$ cat src/rtl/ls2_pkg.sv
`default_nettype none
// ----------------------------------------------------------------------------
// ls2_pkg
// Shared types and constants of the 2x2 linear system solver.
// ----------------------------------------------------------------------------
package ls2_pkg;

  localparam int unsigned CoefW = 16;
  localparam int unsigned ProdW = 33;
  localparam int unsigned DivW  = 49;
  localparam int unsigned SolW  = 48;

  typedef enum logic [1:0] {
    STAT_UNIQUE = 2'd0,
    STAT_INFINITE = 2'd1,
    STAT_NONE = 2'd2
  } status_e;

  typedef struct packed {
    logic signed [ProdW-1:0] det;
    logic signed [ProdW-1:0] num1;
    logic signed [ProdW-1:0] num2;
    status_e                 status;
  } job_t;

endpackage
`default_nettype wire

$ cat src/rtl/ls2_front.sv
`default_nettype none
// ----------------------------------------------------------------------------
// ls2_front
// Forms determinant and Cramer numerators, classifies the system.
// Two stages: products, then differences and class.
// ----------------------------------------------------------------------------
module ls2_front (
  input  wire logic                             clk_i,
  input  wire logic                             rst_ni,
  input  wire logic                             valid_i,
  output logic                                  ready_o,
  input  wire logic signed [ls2_pkg::CoefW-1:0] a11_i,
  input  wire logic signed [ls2_pkg::CoefW-1:0] a12_i,
  input  wire logic signed [ls2_pkg::CoefW-1:0] a21_i,
  input  wire logic signed [ls2_pkg::CoefW-1:0] a22_i,
  input  wire logic signed [ls2_pkg::CoefW-1:0] b1_i,
  input  wire logic signed [ls2_pkg::CoefW-1:0] b2_i,
  output logic                                  valid_o,
  input  wire logic                             ready_i,
  output ls2_pkg::job_t                         job_o
);

  localparam int unsigned PW = 2 * ls2_pkg::CoefW;

  logic                 v1_q, v2_q;
  logic signed [PW-1:0] p_q [6];
  logic                 zmat_q, zrhs_q;
  ls2_pkg::job_t        job_q;
  logic                 adv2, adv1;

  assign adv2    = !v2_q || ready_i;
  assign adv1    = !v1_q || adv2;
  assign ready_o = adv1;
  assign valid_o = v2_q;
  assign job_o   = job_q;

  always_ff @(posedge clk_i or negedge rst_ni) begin
    if (!rst_ni) begin
      v1_q <= 1'b0;
      v2_q <= 1'b0;
    end else begin
      if (adv1) v1_q <= valid_i;
      if (adv2) v2_q <= v1_q;
    end
  end

  always_ff @(posedge clk_i) begin
    if (adv1 && valid_i) begin
      p_q[0] <= a11_i * a22_i;
      p_q[1] <= a12_i * a21_i;
      p_q[2] <= b1_i * a22_i;
      p_q[3] <= b2_i * a12_i;
      p_q[4] <= a11_i * b2_i;
      p_q[5] <= a21_i * b1_i;
      zmat_q <= (a11_i == '0) && (a12_i == '0) && (a21_i == '0) && (a22_i == '0);
      zrhs_q <= (b1_i == '0) && (b2_i == '0);
    end
  end

  logic signed [ls2_pkg::ProdW-1:0] det_c, n1_c, n2_c;
  always_comb begin
    det_c = ls2_pkg::ProdW'(p_q[0]) - ls2_pkg::ProdW'(p_q[1]);
    n1_c  = ls2_pkg::ProdW'(p_q[2]) - ls2_pkg::ProdW'(p_q[3]);
    n2_c  = ls2_pkg::ProdW'(p_q[4]) - ls2_pkg::ProdW'(p_q[5]);
  end

  always_ff @(posedge clk_i) begin
    if (adv2 && v1_q) begin
      job_q.det  <= det_c;
      job_q.num1 <= n1_c;
      job_q.num2 <= n2_c;
      if (det_c != '0) job_q.status <= ls2_pkg::STAT_UNIQUE;
      else if (n1_c == '0 && n2_c == '0 && !(zmat_q && !zrhs_q))
        job_q.status <= ls2_pkg::STAT_INFINITE;
      else job_q.status <= ls2_pkg::STAT_NONE;
    end
  end

endmodule
`default_nettype wire

$ cat config.mk
export PLATFORM = sky130hd
export DESIGN_NAME = ls2_front
export DESIGN_NICKNAME = d
export VERILOG_FILES = /design/src/rtl/ls2_pkg.sv /design/src/rtl/ls2_front.sv
export SDC_FILE = /design/constraint.sdc
export NUM_CORES = 2
export LEC_CHECK = 0
export ABC_AREA = 1
export BUFFER_PORTS_ARGS = -buffer_cell sky130_fd_sc_hd__buf_4
export CAP_MARGIN = 20
export CORE_MARGIN = 2
export CORE_UTILIZATION = 60
export DETAILED_ROUTE_END_ITERATION = 12
export GPL_TIMING_DRIVEN = 1
export MAX_ROUTING_LAYER = met4
export PLACE_DENSITY = 0.8
export SKIP_CTS_REPAIR_TIMING = 1
export SYNTH_ARGS = -nofsm -noshare
export SYNTH_HDL_FRONTEND = slang
export SYNTH_SLANG_ARGS = --single-unit
$ cat constraint.sdc
create_clock -name clk_i -period 6.56 [get_ports clk_i]
set_input_delay 0.984 -clock clk_i [delete_from_list [all_inputs] [get_ports clk_i]]
set_output_delay 0.984 -clock clk_i [all_outputs]
set_load 0.005 [all_outputs]
Yosys cells after proc, flatten, opt, wreduce, memory -nomap -nowiden --
Memory sizes are Yosys's and may differ from the RTL's. Cells that the tools add are included.
Word-level totals: memory bits (writable) 192, word-level logic and storage cells 45, bits of input ports 100, memories kept 1, output and inout port bits 103, register bits 105
Operators by class: multipliers 6, mux-type cells 3, reduce and logical (&&, ||, !) cells 24, add/sub/neg operators 3
Memories:
- p_q | depth 6, width 32, read ports 6, clocked after memory_dff 0, wr ports 6, line ls2_front.sv:26 | logic signed [PW-1:0] p_q [6];
Operators by type and width (count):
- 16-bit by 16-bit multiplier with 32-bit output | 6
- 32-bit by 32-bit subtractor with 33-bit output | 3
- 16-bit zero test | 6
- 33-bit zero test | 2
- 33-bit nonzero test | 1
- 1-bit logical AND | 9
- 1-bit zero test | 4
- 1-bit logical OR | 2
- 1-bit two-way mux | 2
- 2-bit two-way mux | 1

Depth between registers and ports, before layout --
depth after elaboration 6, mapped depth 32

Least setup slack after synthesis --
Ideal clock, no wire load.
path type input port to flip-flop, start input a11_i[15] (netlist name), end memory p_q[4][30] (netlist name) (data pin), data arrival time 6.348 ns, cell stages on the path 21, setup slack -0.048 ns, required time 6.300 ns, cells stage by stage clkbuf_1 > clkbuf_1 > nand2_1 > inv_1 > fa_1 > fa_1 > fa_1 > fa_1 > fa_1 > inv_1 > fa_1 > inv_1 > ha_1 > nand2_1 > o21a_1 > o311a_1 > o211ai_1 > a21oi_1 > nor2_1 > nor2_1 > xor2_1
RTL lines:
- start, declared | line ls2_front.sv:12 | input wire logic signed [ls2_pkg::CoefW-1:0] a11_i,
- end, declared | line ls2_front.sv:26

==> reports/qor.yml <==
status:
  outcome: "completed"
critical_path:
  critPathLaunchType: "primary input"
  timing.rr.start: "p_q[5][6]"
  reg2reg_to: "job_o[1]"
  critPathSlowestCell: "fa_1"
  r2r_cells: 15
  cp_common_cell: "fa_1"
  critPathKind: "primary input to flip-flop"
  worstPathMaxFanout: 11
  cp_slowest_stage_delay_ps: 500
  required_ps: 6910
  worst_ep_arrival_time_ps: 6570
  r2r_slack_ps: 2170
  worstPathCellList: "buf_4 > inv_1 > buf_4 > or2_2 > fa_1 > fa_1 > fa_1 > inv_1 > fa_1 > fa_1 > inv_1 > fa_1 > inv_1 > ha_1 > a21oi_1 > o21ai_0 > a21oi_1 > o2111a_1 > o31ai_1 > nand2_1 > nand2_1 > nand2_1 > nand2_1 > xor2_1"
  critPathCaptureType: "flip-flop"
synthesis:
  avgSynthCellArea_um2: 8.249
  syn_inst: 9259
  yosysWarnings: 0
  ys_ff_latch: 297
  ys_seq_area_share_pct: 11.66
  synth_nets: 11520
  synth_compound_area_share_pct: 3.859
  async_flop_share_pct: 0.6734
  synth_simple_gate_area_share_pct: 14.46
  synth_fa_ha_area_share_pct: 50.91
  ys.flop_type: "edfxtp_1"
  synth_mux_area_share_pct: 0
  syn_area_mm2: 0.07638
  synth_cell_types: 53
  synth_edf_count: 295
  synthXorXnorAreaFrac_pct: 3.058
  synth_top_family_by_area: "adder cells"
clock_network:
  cts-buffers-inserted: 40
  cts-root-buf: "clkbuf_16"
  cts_tree: "done"
  clk_path_buf_depth: 3
  htree_levels: 2
  clkLatencyLatePin_ps: 640
  clkTransAtPathRegs_ps: 60
  cts_sinks: 297
sta:
  slew_headroom_pct: 41.26
  fin_ws_ps: 337.9
  fmax_mhz: 160.7
  worst_pin_slew_ps: 881.0
  clock_skew_ps: 38.51
  min_period_ps: 6222
  fin_crit_sh_pct: 94.85
  finalHoldViolations: 0
  whs_ps: 146.8
  setup-violations-final: 0
  rsz0062_at_grt: "false"
  slew_viol_final: 0
floorplanning:
  die-area_mm2: 0.1302
  start_util_pct: 60.67
  pin_count: 203
  rows: 130
  coreArea_mm2: 0.1259
  die_w_um: 360.8
  die_y_um: 360.8
layout:
  final_cell_area_mm2: 0.08363
  nNetsFinal: 11830
  drive_gt1_share_pct: 8.541
  area_growth_syn_to_layout_pct: 9.488
routing:
  drtIter0Drc: 5293
  routed_wl_mm: 207.6
  first_pass_iters: 8
  post_drt_wl_per_cell_um: 18.44
  drtAntennaViolNets: 0
  drc: 0
  vias: 60000
  viasPerCell: 5.328
place:
  gp_congestion: 0.9725
  dpl_worst_slack_ps: -220.7
  dp_hpwl_mm: 175.8
  portBuffers: 202
  dpl_cell_area_mm2: 0.08232
global_routing:
  grt_pass1_vias: 64270
  antenna_found_initial: 10
  grt_max_degree: 129
  grt_usage_pct: 34.01
  grt_pass1_wl_mm: 336.3
  overflow: 0
min_path:
  hp-class: "primary input to asynchronous set/reset pin"
run:
  max-cap-violations: 0
[per-stage QoR]
stage          TNS [ps]  utilization (%)  std cells
3_5_place_dp      -1941            65.39      11180
2_1_floorplan         0                -       9259
6_report              0            66.43      11260
4_1_cts               0            66.41      11250
3_3_place_gp     -516.3            65.39      11180
5_1_grt               0            66.42      11260
[layout make-up]
cell class / count / area, µm²
clock buffer: 43 / 1012
sequential: 297 / 8909
tap: 1650 / 2064
timing repair buffer: 650 / 5293
antenna: 9 / 22.52
multi-input combinational: 5701 / 55230
inverter: 2881 / 10820
clock inverter: 29 / 270.3
fill: 10000 / 42270
[registers in the layout (all words and copies together) (netlist names)]
register	cells
job_o	101
p_q	192
zmat_q	1
valid_o	1
zrhs_q	1
v1_q	1
[Yosys cell counts, drive strengths merged (6+ instances only)]
cell	n	share of area, %
inv	2881	14
nand2	2181	11
fa	1575	41
ha	588	9.6
clkbuf	371	1.8
nor2	313	1.6
edfxtp	295	12
a21oi	273	1.9
xor2	164	1.9
nand3	120	0.79
o21ai	115	0.79
xnor2	101	1.2
nand4	44	0.36
nor4	33	0.27
nor3	29	0.21
o21a	23	0.23
or2	23	0.19
nand3b	22	0.22
o211ai	19	0.19
o21bai	15	0.15
a21boi	12	0.14
a21o	12	0.12
a31oi	9	0.074
buf	9	0.064
o211a	6	0.079
o31ai	6	0.059
[worst max path at each step]
stage | start | endpoint | slack (ps) | cells after the start
6_report | a21_i[15] | p_q[1][31] | 340 | 24
5_1_grt | a21_i[15] | p_q[1][31] | 120 | 24
4_1_cts | a21_i[15] | p_q[1][31] | 420 | 24
3_5_place_dp | a21_i[15] | p_q[1][31] | -220 | 24
3_3_place_gp | a21_i[15] | p_q[1][31] | -190 | 24
2_1_floorplan | a12_i[15] | p_q[1][31] | 9 | 23
[routing by layer]
metal	GRT usage [%]	routed length (µm)	part of all wire, %	vias to the layer above
met4	14.19	10620	5.1	0
met1	42.21	78400	38	29490
met3	6.081	19350	9.3	595
li1	-	-	-	27100
met5	-	0	0	-
met2	55.17	99260	48	2812
[worst max-delay path, delay by kind of cell]
kind                       cells  cell delay [ps]
AOI/OAI and AO/OA              5              990
buffers and inverters          6              820
xor gates and xnor gates       1              160
adders and majority gates      7             3070
and+or+nand+nor                5              540
[cell usage in the layout, fill, tap and decap left out, types with 6 or more instances in the layout]
cell,n
diode_2,9
a31oi_1,9
ha_1,588
clkinv_1,7
buf_4,617
inv_1,2870
o211a_1,6
a21o_1,12
nand3b_1,22
o211ai_1,18
nand2_2,32
fa_1,1572
o21ai_2,7
nor4_1,33
inv_2,10
clkinv_2,6
or2_2,21
clkinvlp_4,7
nand3_1,119
a21oi_1,257
nand4_1,44
nor3_1,26
a21oi_2,15
buf_12,33
xnor2_1,101
nand2_1,2147
o21ai_0,88
o21bai_1,15
clkbuf_16,40
nor2_1,309
o21ai_1,20
xor2_1,162
o21a_1,23
o31ai_1,6
edfxtp_1,295
[cells by family after synthesis]
group	count (synthesis)
flip-flops	297
buffers and inverters	3261
AO/OA/AOI/OAI	505
adder cells (fa/ha/maj)	2163
AND/OR/NAND/NOR	2768
XOR/XNOR	265
Power is not shown: default switching activity piles up to over one toggle a cycle in this logic, so the estimate is an artifact.
