### src/rtl/ls2_queue.sv
`default_nettype none
// ----------------------------------------------------------------------------
// ls2_queue
// Small register queue decoupling front and back.
// ----------------------------------------------------------------------------
module ls2_queue #(
  parameter int unsigned Width = 8,
  parameter int unsigned Depth = 2
) (
  input  wire logic             clk_i,
  input  wire logic             rst_ni,
  input  wire logic             valid_i,
  output logic                  ready_o,
  input  wire logic [Width-1:0] data_i,
  output logic                  valid_o,
  input  wire logic             ready_i,
  output logic [Width-1:0]      data_o
);

  localparam int unsigned AW = (Depth > 1) ? $clog2(Depth) : 1;

  logic [Width-1:0] mem_q [Depth];
  logic [AW-1:0]    wp_q, rp_q;
  logic [AW:0]      cnt_q;
  logic             wr, rd;

  assign ready_o = cnt_q != (AW+1)'(Depth);
  assign valid_o = cnt_q != '0;
  assign data_o  = mem_q[rp_q];
  assign wr      = valid_i && ready_o;
  assign rd      = valid_o && ready_i;

  always_ff @(posedge clk_i or negedge rst_ni) begin
    if (!rst_ni) begin
      wp_q  <= '0;
      rp_q  <= '0;
      cnt_q <= '0;
    end else begin
      if (wr) wp_q <= (wp_q == AW'(Depth-1)) ? '0 : wp_q + 1'b1;
      if (rd) rp_q <= (rp_q == AW'(Depth-1)) ? '0 : rp_q + 1'b1;
      cnt_q <= cnt_q + (AW+1)'(wr) - (AW+1)'(rd);
    end
  end

  always_ff @(posedge clk_i) begin
    if (wr) mem_q[wp_q] <= data_i;
  end

endmodule
`default_nettype wire

### config.mk
export PLATFORM = sky130hd
export DESIGN_NAME = ls2_queue
export DESIGN_NICKNAME = d
export VERILOG_FILES = /design/src/rtl/ls2_queue.sv
export SDC_FILE = /design/constraint.sdc
export NUM_CORES = 1
export LEC_CHECK = 0
export BUFFER_PORTS_ARGS = -buffer_cell sky130_fd_sc_hd__buf_2
export CORE_ASPECT_RATIO = 0.6
export CORE_MARGIN = 2
export CORE_UTILIZATION = 25
export CTS_BUF_LIST = sky130_fd_sc_hd__clkbuf_8 sky130_fd_sc_hd__clkbuf_16
export CTS_CLUSTER_SIZE = 10
export DETAILED_ROUTE_END_ITERATION = 16
export PLACE_DENSITY = 0.48
export SLEW_MARGIN = 15
export SYNTH_ARGS = -nofsm -noshare
export SYNTH_HDL_FRONTEND = slang
export SYNTH_SLANG_ARGS = --single-unit
### constraint.sdc
create_clock -name clk_i -period 1.76 [get_ports clk_i]
set_clock_uncertainty 0.1 [all_clocks]
set_input_delay 0.264 -clock clk_i [delete_from_list [all_inputs] [get_ports clk_i]]
set_output_delay 0.264 -clock clk_i [all_outputs]
set_load 0.005 [all_outputs]
* Word level (Yosys, flattened, before mapping)
Memories as Yosys holds them, arrays and structs flattened. Index checks and enable logic that the tools add are counted. Widths: inputs -> output; s select.
Cells by class: bitwise logic cells 0, shift operators 0, equal/unequal tests 1, $lt $le $gt $ge 0, multiply operators 0, divide/modulo/power cells 0, reductions and logical operators 3, add/subtract/negate cells 4, multiplexer cells 4
Operators by type and width (number):
- $mux 1 | 4
- $add 1x1->1 const B | 2
- $add 2x1->2 | 1
- $logic_and 1x1->1 | 2
- $ne 2x2->1 const B | 1
- $reduce_bool 2->1 | 1
- $sub 2x1->2 | 1
Storage, ports and cells: bits in read-only memories 0, bits in latches 0, memories kept 1, RAM bits 16, output and inout port bits 10, flip-flop bits (word level) 4
Memory list:
- mem_q | depth 2, width 8, rd ports 1, clocked after memory_dff 0, write ports 1, line 22 | logic [Width-1:0] mem_q [Depth];

* Longest topological paths before layout
Gate-level depths: netlist (run 1).
depth after elaboration 4, depth in mapped cells 5, mapped depth without buffers 5

* Least setup slack after synthesis (run 1)
No wires, ideal clock.
path type flip-flop to flip-flop, start point register cnt_q[0], end point memory mem_q[0][0] (enable), stages on the path, launching flop included 4, setup slack 0.266 ns, data arrival time 1.024 ns, path buffers 0, required time 1.290 ns, clock period less this slack 1.494 ns, cell sequence dfrtp_1 -> nand2b_1 -> nand2_1 -> nor2_1
On the way: cells in the longest elaborated chain, start to end 4
Ends and longest elaborated chain:
- from (decl) | line 24 | logic [AW:0] cnt_q;
- from (signal assigned) | line 41 | cnt_q <= cnt_q + (AW+1)'(wr) - (AW+1)'(rd);
- $ne 2x2->1 | line 27 | assign ready_o = cnt_q != (AW+1)'(Depth);
- via ready_o | line 13 | output logic ready_o,
- $logic_and 1x1->1 | line 30 | assign wr = valid_i && ready_o;
- $mux 1 | line 46 | if (wr) mem_q[wp_q] <= data_i;
- $mux 1 (not written as such) | line 46
- to (decl) | line 22
The timed path passes the listed nets, and every way through them passes these cells.

* Worst setup path in the final report (run 1)
start point register rp_q, end point output data_o[7]
On the way: cells in the longest elaborated chain, start to end 1
Ends and longest elaborated chain:
- from (decl) | line 23 | logic [AW-1:0] wp_q, rp_q;
- from (signal assigned) | line 40 | if (rd) rp_q <= (rp_q == AW'(Depth-1)) ? '0 : rp_q + 1'b1;
- $mem_v2 2x8
- to (decl) | line 17 | output logic [Width-1:0] data_o
No other way between the ends.

==> results.toml, run 1 <==
[timing]
setup-tns-final_ns = 0
grt_setup_unrepaired = "no"
slew_headroom_pct = 73.1
fmax_mhz = 622
slew_viol_final = 0
period_share_pct = 91.4
worstMarginPinSlew_ns = 0.404
report.final.setup_viol = 0
setup_slack_ns = 0.152
hold_viol_final = 0
holdWs_ns = 0.100
fin_crit_ns = 1.61

[yosys]
postSynthNetCount = 60
ys_seq_area_share_pct = 71.7
synth_warnings = 0
ys_types = 17
ys_ff_latch = 20
synth_top_cell_by_area = "edfxtp_1"
synth.area.top_cells = "edfxtp_1, dfrtp_1, mux2_2"
synth_top_area_share_pct = 59.4
synthCells = 47
syn_area_um2 = 810
avgSynthCellArea_um2 = 17.2

[detailed_routing]
drt-total-wl_um = 1390
ant_nets = 0
routedWlPerCell_um = 12.1
vias = 460
first_pass_iters = 4
via_per_inst = 4.00
first_iter_violations = 9
drc_errors = 0

[pwr]
p_leak_nw = 0.396
p_clk_share_pct = 19.2
p_sw_share_pct = 28.6
power_density_nw_per_um2 = 1490
seq_power_share_pct = 50.2
combPwrFrac_pct = 30.6
cellInternalPower_mw = 1.09
peakVddDrop_v = 0.000513
p_sw_mw = 0.439

[setup_path]
crit_fanout = 9
r2r_setup_slack_ns = 0.29
worstSetupStartpoint = "rp_q"
r2r_end = "mem_q[1][0]"
critPathLaunchType = "register"
endpoint = "data_o[7]"
criticalPathCategory = "register to output pin"
worst-r2r-cell-count = 2
endpoint_kind = "output pin"
r2r-start = "cnt_q[0]"
cp_data_arrival_time_ns = 1.24
worstPathRequired_ns = 1.40

[placement]
dpl-instance-area_um2 = 970
dpl.cell_count = 110
dp_hpwl_um = 1030
dp_slack_ns = 0.286
numPortBuffers = 21
gp_congestion = 0.653

[final_layout]
final_cells = 115
nets = 87
area_delta_synth_final_pct = 26.7
fin_area_um2 = 1030
antenna_cells = 0
drive_gt1_share_pct = 49.3

[cts]
ctsHtreeMaxLevel = 1
tritoncts.num_buffers = 3
clockBufferDepth = 2
clk_pin_slew_ns = 0.07
cts-root-buf = "clkbuf_8"
insertion_delay_ns = 0.25
cts_tree = "yes"
cts_sinks = 20

[worst_hold_path]
hp-class = "input port to register"

[floorplanning]
rows = 15
io_pins = 22
die_h_um = 48.1
initial_core_util_pct = 27.1
fp.dieW_um = 77.5
die-area_um2 = 3720
core_area_um2 = 2980

[grt]
grt_pass1_wl_um = 2140
grt_overflow = 0
grt_max_degree = 12
antenna_found_initial = 0
grt_pass1_vias = 426
grt_use_total_pct = 8.23

[flow_run]
maxCapViolCount = 0

[status]
status = "complete, no violations"
==> worst min-delay path by stage <==
stage,from,endpoint,slack [ns],depth (start not counted)
3_5_place_dp,rst_ni,cnt_q[0],-0.02,1
2_1_floorplan,rst_ni,cnt_q[0],-0.13,0
5_1_grt,data_i[0],mem_q[1][0],0.09,1
3_3_place_gp,rst_ni,cnt_q[1],-0.02,1
4_1_cts,data_i[1],mem_q[0][1],0.09,1
6_report,data_i[1],mem_q[0][1],0.10,1
==> stage by stage <==
step	total power, mW	util, %
global placement	1.25	32.5
finish	1.53	34.4
global route	1.65	34.4
CTS	1.56	34.4
detailed placement	1.26	32.5
floorplan	1.06	-
==> final cells by class <==
class                           instances  area (µm²)
Multi-Input combinational cell         26         224
Fill cell                             294        1960
Clock buffer                            3        41.3
Clock inverter                          1        3.75
Tap cell                               42        52.6
Timing Repair Buffer                   23         123
Sequential cell                        20         582
==> worst max-delay path: stages (launching register included) <==
cell and delay (ns):
dfrtp_2 0.50, mux2_2 0.37, buf_2 0.13
==> per-layer routing <==
metal  up-vias  track usage (%)  wire [µm]
met5         -                0          0
li1        227                -          -
met1       216             10.8        646
met2        17             11.7        625
met3         0             4.91        114
met4         0             2.14          0
==> layout by cell type (no fill, tap or decap), drive strengths merged <==
cell,n
nor4bb,1
nand3,1
clkinv,1
nor2,3
nor2b,1
nand2,2
a311oi,1
clkbuf,3
and3,1
o21ba,1
dfrtp,4
buf,22
edfxtp,16
or2,1
ha,1
mux2,8
nand2b,1
o21ai,1
dlygate4sd3,1
xnor2,3
==> cells in the mapped netlist (all sizes together) <==
library cell,number
nor2b,1
buf,1
nor4bb,1
edfxtp,16
ha,1
xnor2,3
dfrtp,4
nand2b,1
nand3,1
o21ba,1
nand2,2
and3,1
a311oi,1
mux2,8
nor2,3
or2,1
o21ai,1
==> kinds of logic after synthesis <==
group | after synthesis | share of synthesized area, %
AOI/OAI and AO/OA | 3 | 3.71
adders and majority gates | 1 | 1.55
DFF | 20 | 71.7
buffers and inverters | 1 | 0.618
and+or+nand+nor | 11 | 8.04
xor gates and xnor gates | 3 | 3.25
muxes | 8 | 11.1
==> flip-flops by register name (all words and copies together), names as in the netlist <==
signal  cells
cnt_q       2
mem_q      16
rp_q        1
wp_q        1
==> timing repair <==
item	4_1_cts	5_1_grt
hold buffers	1	0
gates resized for setup	1	0
setup buffers	0	0
endpoints found under the hold margin	4	0
setup endpoints to repair	1	0
==> power groups by stage <==
stage | logic, mW | registers (mW) | clock network (mW)
6_report | 0.468 | 0.769 | 0.294
5_1_grt | 0.529 | 0.791 | 0.331
4_1_cts | 0.481 | 0.774 | 0.309
3_5_place_dp | 0.475 | 0.782 | 0
3_3_place_gp | 0.471 | 0.778 | 0
2_1_floorplan | 0.343 | 0.720 | 0
Power figures use the tool's default switching activity.
==> run 2: changes to the inputs <==
--- a/config.mk
+++ b/config.mk
@@ -7,9 +7,9 @@
 export LEC_CHECK = 0
 export BUFFER_PORTS_ARGS = -buffer_cell sky130_fd_sc_hd__buf_2
 export CORE_ASPECT_RATIO = 0.6
-export CORE_MARGIN = 2
+export CORE_MARGIN = 1
 export CORE_UTILIZATION = 25
-export CTS_BUF_LIST = sky130_fd_sc_hd__clkbuf_8 sky130_fd_sc_hd__clkbuf_16
+export CTS_BUF_LIST = sky130_fd_sc_hd__clkbuf_16
 export CTS_CLUSTER_SIZE = 10
 export DETAILED_ROUTE_END_ITERATION = 16
 export PLACE_DENSITY = 0.48
==> run 2 against run 1 <==
Clock power is 54% higher. Sequential share of layout area is 1.8 points lower. Cell area is 3.3% higher. Final cell count stayed put. Combinational power hardly changed. Sequential power is 1% higher. Worst hold slack better by 0.0033 ns. Critical path type unchanged. Via count is 0.65% lower.
==> results.toml, run 2 (synthesis gave the netlist of run 1 again) <==
[final_layout]
final_cells = 115
largest_reg_flops = 16
top_register = "mem_q"
fin_util_pct = 35.7
reg_top3 = "mem_q: 16 flops, cnt_q: 2 flops"
final_cell_mix = "buf_2, edfxtp_1, mux2_2"
area_delta_synth_final_pct = 30.9
register_area_um2 = 582
final_common_cell = "buf_2"
drive_gt1_share_pct = 49.3
fillers = 300
antenna_cells = 0
multi_input_area_um2 = 224
nets = 87

[pwr]
power_density_nw_per_um2 = 1600
power.total_mw = 1.69
p_leak_nw = 0.415
peakVddDrop_v = 0.000491

[floorplanning]
rows = 15
die-area_um2 = 3480
core_area_um2 = 2970
io_pins = 22
fp.dieW_um = 75.5
initial_core_util_pct = 27.3
die_h_um = 46.1

[setup_path]
r2r_setup_slack_ns = 0.34
endpoint_kind = "output pin"
criticalPathCategory = "register to output pin"
crit_fanout = 9
cp_data_arrival_time_ns = 1.24
r2r-start = "cnt_q[0]"
worstSetupStartpoint = "rp_q"
critPathLaunchType = "register"
worstPathRequired_ns = 1.40

[timing]
slew_viol_final = 0
slew_headroom_pct = 74.9
setup-tns-final_ns = 0
worstMarginPinSlew_ns = 0.377
report.final.setup_viol = 0
holdWs_ns = 0.104
fmax_mhz = 625
grt_setup_unrepaired = "no"
hold_viol_final = 0
fin_crit_ns = 1.60
period_share_pct = 90.9

[detailed_routing]
first_pass_iters = 4
drt-total-wl_um = 1420
ant_nets = 0
routed-wl-met2_um = 634
drc_errors = 0
highest_layer = "met3"
routedWlPerCell_um = 12.3
routed-wl-met3_um = 94
via_per_inst = 3.97
first_iter_violations = 4
met1_length_um = 689
vias = 457

[placement]
gp_congestion = 0.655
dpl.cell_count = 110
dp_hpwl_um = 1000
numPortBuffers = 21

[grt]
grt_pass1_wl_um = 2140
grt_max_degree = 12
grt_pass1_vias = 425
grt_overflow = 0
antenna_found_initial = 0
grt_use_total_pct = 9.21

[cts]
clockBufferDepth = 2
cts-root-buf = "clkbuf_16"
ctsHtreeMaxLevel = 1
clk_pin_slew_ns = 0.05
tritoncts.num_buffers = 3
cts_sinks = 20
insertion_delay_ns = 0.25
cts_tree = "yes"

[worst_hold_path]
hp-class = "input port to register"
hold_path_startpoint = "data_i[0]"

[flow_run]
maxCapViolCount = 0

[status]
status = "complete, no violations"
-- run 2: final cells by class --
| class | count | area share [%] |
|---|---|---|
| sequential | 20 | 54.9 |
| multi-input combinational | 26 | 21.1 |
| timing repair buffer | 23 | 11.6 |
| clock buffer | 3 | 7.08 |
| tap | 42 | 4.96 |
| clock inverter | 1 | 0.354 |
-- run 2: repair_timing --
action,in CTS,in global routing
hold endpoints to repair,4,0
setup endpoints to repair,0,5
setup buffers,0,0
resized for setup,0,1
hold buffers,1,0
-- run 2: path summary, 6_finish.rpt --
kind | end | cells after the start
max in group asynchronous | rp_q | 2
worst max-delay path | data_o[7] | 2
min in group asynchronous | cnt_q[0] | 2
worst min register to register | wp_q | 1
worst min-delay path | mem_q[0][0] | 1
worst max register to register | mem_q[1][0] | 2
-- run 2: worst max-delay path, cell delays in order, from the launching register on --
cell and delay, ns:
dfrtp_2 0.49, mux2_2 0.37, buf_2 0.13
-- run 2: where the power goes --
| part | internal (mW) | total [mW] | leakage (nW) | switching (mW) |
|---|---|---|---|---|
| clock | 0.302 | 0.452 | 0.0423 | 0.150 |
| combinational | 0.275 | 0.465 | 0.178 | 0.189 |
| sequential | 0.665 | 0.777 | 0.195 | 0.112 |
| total | 1.24 | 1.69 | 0.415 | 0.452 |
-- run 2: metal layers --
layer | global-route usage (%) | up-vias
met5 | 0 | -
met4 | 2.22 | 0
met3 | 5.91 | 0
met2 | 14.3 | 11
met1 | 10.8 | 217
li1 | - | 229
-- run 2: per-stage QoR --
stage	area (µm²)	setup slack [ns]
3_3_place_gp	970	0.298
5_1_grt	1060	0.118
4_1_cts	1060	0.0318
6_report	1060	0.160
3_5_place_dp	970	0.304
2_1_floorplan	810	0.266
==> run 3: changes to the inputs <==
--- a/config.mk
+++ b/config.mk
@@ -5,6 +5,7 @@
 export SDC_FILE = /design/constraint.sdc
 export NUM_CORES = 1
 export LEC_CHECK = 0
+export ABC_AREA = 1
 export BUFFER_PORTS_ARGS = -buffer_cell sky130_fd_sc_hd__buf_2
 export CORE_ASPECT_RATIO = 0.6
 export CORE_MARGIN = 1
@@ -12,6 +13,7 @@
 export CTS_BUF_LIST = sky130_fd_sc_hd__clkbuf_16
 export CTS_CLUSTER_SIZE = 10
 export DETAILED_ROUTE_END_ITERATION = 16
+export GPL_TIMING_DRIVEN = 1
 export PLACE_DENSITY = 0.48
 export SLEW_MARGIN = 15
 export SYNTH_ARGS = -nofsm -noshare
==> run 3 against run 2 <==
Non-clock buffer count is 2 higher. Flip-flop and latch count did not move. Global-route usage is 0.56 points higher. First-iteration DRC count increased to 3.8 times the previous value. Critical path type is now register to register. Largest cell class unchanged.
==> results.toml, run 3 <==
[yosys]
syn_area_um2 = 822
ys_ff_latch = 20
avgSynthCellArea_um2 = 11.3
synth.area.top_cells = "edfxtp_1, nand2_1, dfrtp_1"
synth_top_cell_by_area = "edfxtp_1"
ys_types = 15
synth_edf_count = 16
synth_warnings = 0
synth_most_common_cell = "nand2_1"
ys_seq_area_share_pct = 70.6
synth_top_area_share_pct = 58.4
postSynthNetCount = 86
synthCells = 73
synthTopCellsByCount = "nand2_1, edfxtp_1, inv_1"
ys.flop_type = "edfxtp_1"
ys_async_sr_fraction_pct = 20.0

[timing]
grt_setup_unrepaired = "no"
hold_viol_final = 0
holdWs_ns = 0.105
slew_viol_final = 0
worstMarginPinSlew_ns = 0.242
period_share_pct = 83.1
slew_headroom_pct = 83.8
setup_slack_ns = 0.298
report.final.setup_viol = 0
fmax_mhz = 684
setup-tns-final_ns = 0
fin_crit_ns = 1.46

[final_layout]
area_delta_synth_final_pct = 35.3
nets = 115
final_cells = 143
fin_util_pct = 37.0
register_area_um2 = 581
fillers = 306
top_register = "mem_q"
largest_reg_flops = 16
final_common_cell = "nand2_1"
final_cell_mix = "nand2_1, buf_2, edfxtp_1"
reg_top3 = "mem_q: 16 flops, cnt_q: 2 flops"
drive_gt1_share_pct = 36.6
fin_area_um2 = 1110
multi_input_area_um2 = 206
antenna_cells = 0

[cts]
ctsResizeCount = 0
ctsHtreeMaxLevel = 1
cts_tree = "yes"
clockBufferDepth = 2
insertion_delay_ns = 0.25
postCtsSetupBuffers = 0
cts-root-buf = "clkbuf_16"
ctsHoldBuffers = 1
cts_sinks = 20
tritoncts.num_buffers = 3
clk_pin_slew_ns = 0.05

[floorplanning]
die-area_um2 = 3530
initial_core_util_pct = 27.4
rows = 15
die_h_um = 46.4
core_area_um2 = 3000
io_pins = 22
fp.dieW_um = 76.0

[placement]
dp_slack_ns = 0.289
dpl-instance-area_um2 = 997
gp_congestion = 0.705
dpl.cell_count = 138
numPortBuffers = 21
dp_hpwl_um = 1110

[setup_path]
cp_data_arrival_time_ns = 1.32
r2r-start = "cnt_q[1]"
worst-r2r-cell-count = 4
worstSetupStartpoint = "cnt_q[1]"
critPathSlowestCell = "dfrtp_1"
worstPathRequired_ns = 1.62
critPathLaunchType = "register"
cp_slowest_stage_delay_ns = 0.43
r2r_end = "mem_q[0][7]"
criticalPathCategory = "register to register"
crit_fanout = 6
endpoint = "mem_q[0][7]"
r2r_setup_slack_ns = 0.30
path_cells = "nand2_2, nand2_4, nor2_1, buf_4"
endpoint_kind = "register"

[grt]
grt_pass1_wl_um = 2420
grt_use_total_pct = 9.77
grt_overflow = 0
antenna_found_initial = 0
grt_max_degree = 13
grt_pass1_vias = 512

[worst_hold_path]
hp-class = "input port to register"
whs_path_depth = 1

[detailed_routing]
drc_errors = 0
routedWlPerCell_um = 10.0
vias = 551
ant_nets = 0
via_per_inst = 3.85
drt-total-wl_um = 1430
first_pass_iters = 2
first_iter_violations = 15

[pwr]
peakVddDrop_v = 0.000906
power_density_nw_per_um2 = 1740
p_leak_nw = 0.513
power.total_mw = 1.93

[status]
status = "complete, no violations"

[flow_run]
maxCapViolCount = 0
==> run 3: cell count changes in the layout (fill, tap and decap cells not counted), sizes merged, moves of 2 or more <==
cell and change:
buf +2, inv +7, mux2 -8, nand2 +31
nor2 +2, xnor2 -3
==> run 3: how the worst min path moves through the flow <==
stage                         start          end  slack (ns)
after floorplan              rst_ni     cnt_q[0]       -0.13
after global placement       rst_ni     cnt_q[0]       -0.02
after detailed placement     rst_ni     cnt_q[1]       -0.02
after CTS                 data_i[5]  mem_q[1][5]        0.10
after global routing      data_i[5]  mem_q[1][5]         0.1
final                     data_i[5]  mem_q[1][5]        0.10
==> run 3: kinds of logic after synthesis <==
kind of cell	count (synthesis)	share of synthesized area, %
AOI/OAI and AO/OA	2	1.22
xor gates and xnor gates	1	1.07
adders and majority gates	1	1.52
buffers and inverters	9	4.26
DFF	20	70.6
and+or+nand+nor	40	21.3
==> run 3: area by class of cell <==
class,count,area share (%)
flip-flops and latches,20,52.2
multi-input cells,44,18.6
repair buffers,25,12.4
clock buffers,3,6.75
well taps,42,4.72
clock inverters,1,2.70
inverters,8,2.70
==> run 3: per-layer routing <==
layer  vias to the layer above  GRT usage [%]  routed length [µm]
met1                       244           11.7                 700
met2                        16           15.8                 628
met3                         0           5.35                 101
li1                        291              -                   -
met5                         -              0                   0
met4                         0           2.31                   0
==> run 3: worst max-delay path, delay by kind of cell, from the launching register on <==
family / cells / cell delay, ns
buf+inv: 1 / 0.21
simple gates: 3 / 0.44
flops: 1 / 0.43
==> run 3: where the power goes <==
part,switching [mW],total [mW],internal (mW),leakage (nW)
clock network,0.158,0.609,0.450,0.0511
registers,0.0692,0.729,0.660,0.195
logic,0.352,0.597,0.245,0.267
total,0.579,1.93,1.36,0.513
